==> config.mk <==
export PLATFORM = sky130hd
export DESIGN_NAME = tsst_cmp
export DESIGN_NICKNAME = d
export VERILOG_FILES = /design/src/hw/rtl/assert_macros.svh /design/src/hw/rtl/tsst_pkg.sv /design/src/hw/rtl/tsst_cmp.sv
export SDC_FILE = /design/constraint.sdc
export NUM_CORES = 1
export LEC_CHECK = 0
export CAP_MARGIN = 20
export CORE_MARGIN = 4
export CORE_UTILIZATION = 35
export DETAILED_ROUTE_END_ITERATION = 7
export DONT_BUFFER_PORTS = 1
export GPL_TIMING_DRIVEN = 0
export PLACE_DENSITY_LB_ADDON = 0.3
export SETUP_SLACK_MARGIN = 0.5
export SLEW_MARGIN = 20
export SYNTH_ARGS = -nofsm -noshare
export SYNTH_HDL_FRONTEND = slang
export SYNTH_SLANG_ARGS = --single-unit
export TNS_END_PERCENT = 10
==> constraint.sdc <==
create_clock -name vclk -period 7.1
set_input_delay 1.42 -clock vclk [all_inputs]
set_output_delay 1.42 -clock vclk [all_outputs]
set_load 0.01 [all_outputs]
==> src/hw/rtl/assert_macros.svh <==
// Assertion macros for the RTL of the ternary search core.
// Depends on nothing; files that assert include it by name.
`ifndef ASSERT_MACROS_SVH
`define ASSERT_MACROS_SVH

// Checks a property at every rising clock edge outside reset.
`define TSST_ASSERT(label, clk, rst, prop, msg) \
   label: assert property (@(posedge clk) disable iff (rst) (prop)) else $error(msg);

// Checks that a condition never holds at a rising clock edge outside reset.
`define TSST_NEVER(label, clk, rst, cond, msg) \
   `TSST_ASSERT(label, clk, rst, !(cond), msg)

`endif

==> src/hw/rtl/tsst_pkg.sv <==
// Types and constants of the ternary search core.
// Used by the comparator and the top level; depends on nothing.
package tsst_pkg;

   // Request kinds carried in the req_type field.
   localparam logic REQ_WRITE  = 1'b0;
   localparam logic REQ_SEARCH = 1'b1;

   // Reciprocal of three for spans below 1024: floor(x * 683 / 2048) == x / 3.
   localparam logic [9:0] RECIP_THIRD = 10'd683;
   localparam int         THIRD_SHIFT = 11;

   // One input item.
   typedef struct packed {
      logic               req_type;
      logic [9:0]         entry_index;
      logic signed [31:0] entry_value;
      logic signed [31:0] target;
      logic [9:0]         range_left;
      logic [9:0]         range_right;
   } req_item_type;

   // One result item.
   typedef struct packed {
      logic       found;
      logic [9:0] position;
   } rsp_item_type;

   // Outcome of comparing the search key with one table word.
   typedef struct packed {
      logic eq;
      logic lt;
      logic gt;
   } cmp_flags_type;

endpackage

==> src/hw/rtl/tsst_cmp.sv <==
// Shared signed comparator of the ternary search core.
// Depends on tsst_pkg for the flag struct.
module tsst_cmp
   import tsst_pkg::*;
(
   input  logic signed [31:0] key,
   input  logic signed [31:0] word,
   output cmp_flags_type      flags
);

   // Signed order between the key and the table word just read.
   always_comb begin
      flags.eq = (key == word);
      flags.lt = (key < word);
      flags.gt = (key > word);
   end

endmodule
==> out/results.tsv, run 1 <==
stage	metric	value	unit
yosys	main combinational cell family by area after synthesis	adder cells	
final_layout	FFs & Latches	0	
global_route	gr usage total	11.11	%
floorplan	Die Area	3263	µm²
final_layout	Nets	217	
yosys	Adder-Cell Fraction of Synth Area	47.41	%
power_and_ir_drop	P per Cell Area	50.55	nW/µm²
yosys	Avg Synthesized Cell Area	7.097	µm²
floorplan	Initial Utilization	37.46	%
timing	Max Slew Vio Count	0	
setup_path	Worst EP required	5680	ps
setup_path	worst path cell trace	inv_1 -> ha_1 -> a21oi_1 -> o21ai_0 -> a2111oi_0 -> o31ai_1 -> a21oi_2 -> mux2i_1	
timing	Worst Tran Pin Value	449.1	ps
yosys	post-synthesis xor/xnor area fraction	0	%
power_and_ir_drop	sequential fraction of design power	0	%
setup_path	Critical Path Sink Type	output pin	
setup_path	worst setup path class	primary input to output pin	
final_layout	Antenna diodes	0	
place	IO Port Bufs	0	
final_layout	clkbuf count	0	
power_and_ir_drop	Clock Power Share	0	%
yosys	Synth area leaders	ha_1 (47%), inv_1 (15%), a21oi_1 (5.3%)	
floorplan	core footprint	2255	µm²
global_route	largest net degree at the start of global routing	6	
yosys	area of the mapped netlist	844.6	µm²
clocking	Hold-fix buffers, CTS	0	
route	DR pass1 iterations	4	
setup_path	Largest stage delay, worst path	440	ps
place	dpl hpwl	1837	µm
power_and_ir_drop	Sw Ratio	54.46	%
final_layout	most frequent cells in the layout	inv_1 (34), ha_1 (32), a21oi_1 (9)	
clocking	postcts setup bufs	0	
setup_path	Worst setup SP type	primary input	
route	WL/cell	12.65	µm
yosys	syn_nets	215	
yosys	largest area contributor in the netlist	ha_1	
power_and_ir_drop	Static Leak	0.0005495	µW
final_layout	P&R area growth vs syn	4.148	%
yosys	Yosys warning total	0	
power_and_ir_drop	net switching power	24.22	µW
yosys	Synth Area in Simple Gates	16.15	%
timing	Final Setup Violations	0	
route	drt first-iter violations	9	
setup_path	CP top delay family	compound AO/OA/AOI/OAI gates	
final_layout	post-route cell area	879.6	µm²
setup_path	Crit path depth	8	
timing	Rel. slew slack	69.29	%
yosys	post-synthesis mux area share	2.370	%
place	gpl congestion	0.7031	
yosys	Synth Area in Compound Gates	18.96	%
final_layout	Fill cells	257	
timing	RSZ-0062 raised after global routing	no	
place	placed cell areas	879.6	µm²
final_layout	Multi-input gate area	716.9	µm²
yosys	Cell variety after synth	23	
route	via count	782	
route	DRC Markers	0	
setup_path	critical path's slowest cell	a2111oi_0	
timing	Fin. Hold Viols	0	
power_and_ir_drop	Design Power	44.46	µW
setup_path	Critical Path AT	3140	ps
route	vias per std cell	5.320	
power_and_ir_drop	combinational fraction of design power	100.0	%
setup_path	CP Launch Point	word[27]	
timing	crit path time final	4559	ps
final_layout	layout cell share with drive strength beyond 1	2.521	%
clocking	PostCTS Resize Cnt	0	
power_and_ir_drop	maximum vdd drop	0.01878	mV
yosys	register area share after synthesis	0	%
yosys	Syn Inst Count	119	
timing	setup_tns	0	ps
timing	final worst path period share	64.21	%
route	Total Wirelength	1860	µm
job	max-cap violations	0	
floorplan	num ports	67	
floorplan	die height	57.12	µm
floorplan	Die Wd	57.12	µm
global_route	first-pass GRT wire length	3153	µm
final_layout	Reg area	0	µm²
run_status	status	finished, final reports clean	
power_and_ir_drop	Int Power	20.25	µW
setup_path	crit-path max FO	3	
hold_path	HP Class	primary input to output pin	
yosys	Synth top area share	47.41	%
global_route	initial antenna violation count	0	
final_layout	leading cell type in the layout, fill and taps excluded	inv_1	
global_route	Remaining Overflow, GRT	0	
route	antenna-violating nets left	0	
global_route	vias in the first global route	802	
setup_path	worst path bufs/invs	1	
timing	fmax	219.4	MHz
setup_path	Setup crit end	flags[0]	
floorplan	Site Rows	17	
[power groups by stage]
stage | clock network, µW | registers [µW] | logic, µW
2_1_floorplan | 0 | 0 | 36.6
3_3_place_gp | 0 | 0 | 42.3
3_5_place_dp | 0 | 0 | 44.9
4_1_cts | 0 | 0 | 45.2
5_1_grt | 0 | 0 | 53.7
6_report | 0 | 0 | 44.5
[worst min path at each step]
stage / cells past startpoint / to / slack (ps) / startpoint
final: 2 / flags[1] / 3160 / key[31]
after global routing: 2 / flags[1] / 3200 / key[31]
after CTS: 2 / flags[1] / 3170 / key[31]
after detailed placement: 2 / flags[1] / 3170 / key[31]
after global placement: 2 / flags[1] / 3160 / key[31]
after floorplan: 2 / flags[1] / 3130 / key[31]
[layout make-up]
| type | instances | share of cell area [%] |
|---|---|---|
| well taps | 28 | 3.983 |
| inverters | 34 | 14.51 |
| multi-input cells | 85 | 81.51 |
[kinds of logic (layout without fill, tap and decap cells)]
family / Yosys count / in the layout
compound gates: 25 / 25
fa+ha+maj: 32 / 32
buf+inv: 34 / 34
mux: 2 / 2
simple gates: 26 / 26
[layer usage]
layer | vias to the layer above | routed length, µm | global-route usage (%)
li1 | 416 | - | -
met2 | 33 | 949 | 22.51
met5 | - | 0 | 0
met4 | 0 | 0 | 0
met1 | 333 | 768 | 12.55
met3 | 0 | 142 | 2.036
[cell usage after synthesis (2+ instances only)]
library cell / count
a21o_1: 2
a21oi_1: 9
a21oi_2: 3
ha_1: 32
inv_1: 34
mux2i_1: 2
nand2_1: 8
nand3_1: 3
nand4_1: 6
nor2_1: 2
nor4_1: 3
o21ai_0: 3
o21ai_1: 2
[metrics by stage]
stage,std cells,hold WS (ps),util [%],setup WS [ps]
after floorplan,119,3127,-,2749
after global placement,147,3161,39.01,2578
after detailed placement,147,3167,39.01,2540
after CTS,147,3169,39.01,2532
after global routing,147,3201,39.01,2354
final,147,3164,39.01,2541
(Power assumes the default switching activity.)
==> run 2, diff against run 1 <==
Settings changed: ABC_AREA set to 1.
Clock period 7.1 ns to 4.5 ns, I/O delays scaled along.
==> out/results.tsv, run 2 <==
stage	metric	value	unit	change
setup_path	Worst EP required	3600	ps	-2080 ps
floorplan	num ports	67		unchanged
clocking	postcts setup bufs	0		unchanged
final_layout	Antenna diodes	0		unchanged
setup_path	crit-path max FO	3		unchanged
global_route	first-pass GRT wire length	3146	µm	-0.22%
place	dpl hpwl	1985	µm	+8.0%
global_route	largest net degree at the start of global routing	4		-2
global_route	gr usage total	10.50	%	-0.61 points
floorplan	die height	60.37	µm	+5.7%
final_layout	FFs & Latches	0		unchanged
floorplan	Initial Utilization	37.71	%	+0.25 points
final_layout	Nets	247		+14%
setup_path	worst path cell trace	inv_1 -> ha_1 -> nand2_1 -> nand2_1 -> nand2_1 -> nand2_1 -> nand2_1 -> nand3_2 -> a21oi_4 -> nand2_1 -> nand2_1 -> nand2_2 -> nor2_2		
global_route	initial antenna violation count	0		unchanged
floorplan	core footprint	2545	µm²	+13%
global_route	met3 GRT Util	2.128	%	+0.091 points
timing	crit path time final	3017	ps	
route	Total Wirelength	1970	µm	+5.9%
place	dpl cells	179		+22%
floorplan	Site Rows	18		+1
place	IO Port Bufs	0		unchanged
timing	setup_tns	0	ps	unchanged
final_layout	P&R area growth vs syn	3.911	%	
yosys	largest area contributor in the netlist	ha_1		
setup_path	CP Launch Point	word[17]		
yosys	syn_nets	245		+14%
yosys	area of the mapped netlist	959.7	µm²	+14%
hold_path	HP Class	primary input to output pin		
yosys	most frequent cell after synthesis	inv_1		
final_layout	leading cell type in the layout, fill and taps excluded	inv_1		
yosys	Avg Synthesized Cell Area	6.441	µm²	-9.2%
route	DRC Markers	0		unchanged
power_and_ir_drop	P per Cell Area	82.70	nW/µm²	+64%
setup_path	CP top delay family	simple AND/OR/NAND/NOR gates		
yosys	register area share after synthesis	0	%	unchanged
final_layout	clkbuf count	0		unchanged
setup_path	worst path bufs/invs	1		unchanged
floorplan	Die Wd	60.37	µm	+5.7%
route	antenna-violating nets left	0		unchanged
setup_path	worst setup path class	primary input to output pin		
yosys	Syn Inst Count	149		+25%
timing	Worst Tran Pin Value	485.3	ps	+36.23 ps
global_route	GRT busiest layer	met2		
place	gpl congestion	0.7003		-0.40%
final_layout	layout cell share with drive strength beyond 1	13.42	%	+11 points
yosys	top cells by count, synth	inv_1 (40), ha_1 (32), nand2_1 (30), a21oi_1 (10), nor2_1 (9)		
final_layout	Reg area	0	µm²	unchanged
global_route	met1 usage	11.38	%	-1.2 points
final_layout	Non-Filler Instances	179		+22%
clocking	PostCTS Resize Cnt	0		unchanged
job	max-cap violations	0		unchanged
run_status	status	finished, final reports clean		
power_and_ir_drop	Design Power	82.47	µW	+85%
yosys	Synth top area share	41.72	%	-5.7 points
route	via count	870		+11%
yosys	Synth area leaders	ha_1 (42%), inv_1 (16%), nand2_1 (12%)		
timing	Rel. slew slack	67.38	%	-1.9 points
power_and_ir_drop	Static Leak	0.0006260	µW	+14%
route	drt first-iter violations	14		+5
clocking	Hold-fix buffers, CTS	0		unchanged
global_route	GRT met2 Usage	21.76	%	-0.75 points
yosys	Yosys warning total	0		unchanged
timing	RSZ-0062 raised after global routing	no		
floorplan	Die Area	3644	µm²	+12%
setup_path	Worst setup SP type	primary input		
timing	final worst path period share	67.05	%	
power_and_ir_drop	maximum vdd drop	0.03985	mV	+110%
timing	Max Slew Vio Count	0		unchanged
setup_path	Critical Path AT	2120	ps	-1020 ps
setup_path	critical path's slowest cell	ha_1		
route	vias per std cell	4.860		-8.6%
hold_path	Worst Min Path Start	key[30]		
final_layout	most frequent cells in the layout	inv_1 (40), ha_1 (32), nand2_1 (30)		
setup_path	most frequent CP cell	nand2_1		
timing	Fin. Hold Viols	0		unchanged
setup_path	Critical Path Sink Type	output pin		
route	WL/cell	11.01	µm	-13%
global_route	Remaining Overflow, GRT	0		unchanged
yosys	Cell variety after synth	19		-17%
route	DR pass1 iterations	3		-1
timing	Final Setup Violations	0		unchanged
timing	fmax	331.4	MHz	
setup_path	Largest stage delay, worst path	300	ps	-140 ps
global_route	vias in the first global route	857		+6.9%
-- run 2: cell types whose count changed after synthesis, moves of 2 or more --
| cell | previous run | this run |
|---|---|---|
| nand4_1 | 6 | 1 |
| nand2_1 | 8 | 30 |
| mux2i_1 | 2 | 0 |
| nand3_2 | 0 | 2 |
| inv_1 | 34 | 40 |
| nor2_4 | 0 | 2 |
| nor4_1 | 3 | 0 |
| nand2_2 | 0 | 7 |
| nor2_2 | 0 | 3 |
| a21oi_2 | 3 | 1 |
| o21ai_1 | 2 | 0 |
| nor2_1 | 2 | 9 |
-- run 2: final timing paths --
check,to,cells after the start,slack (ps)
setup / recovery,flags[0],13,1480
hold / removal,flags[1],4,2140
-- run 2: cell type report --
cell class                      instances  area [µm²]
Inverter                               41       153.9
Fill cell                             286        1548
Tap cell                               30       37.54
Multi-Input combinational cell        108       805.8
-- run 2: routing by layer --
| layer | vias to the layer above | part of all wire (%) |
|---|---|---|
| met5 | - | 0 |
| li1 | 468 | - |
| met2 | 39 | 52 |
| met4 | 0 | 0 |
| met1 | 363 | 38 |
| met3 | 0 | 9.6 |
-- run 2: logic make-up (layout without fill, tap and decap cells) --
family | Yosys count | after routing | share of synthesized area (%)
and+or+nand+nor | 61 | 61 | 32.59
adders and majority gates | 32 | 32 | 41.72
buffers and inverters | 41 | 41 | 16.04
AOI/OAI and AO/OA | 15 | 15 | 9.649
-- run 2: metrics by stage --
| step | worst slack [ps] | cell area, µm² | hold slack (ps) | util, % |
|---|---|---|---|---|
| 3_3_place_gp | 1433 | 997.2 | 2135 | 39.18 |
| 2_1_floorplan | 1584 | 959.7 | 2098 | - |
| 6_report | 1483 | 997.2 | 2140 | 39.18 |
| 4_1_cts | 1421 | 997.2 | 2145 | 39.18 |
| 3_5_place_dp | 1426 | 997.2 | 2141 | 39.18 |
| 5_1_grt | 1243 | 997.2 | 2170 | 39.18 |
-- run 2: where the power goes --
part | total [µW] | internal, µW | switching [µW]
Combinational | 82.5 | 35.1 | 47.4
Clock | 0 | 0 | 0
Sequential | 0 | 0 | 0
Total | 82.5 | 35.1 | 47.4
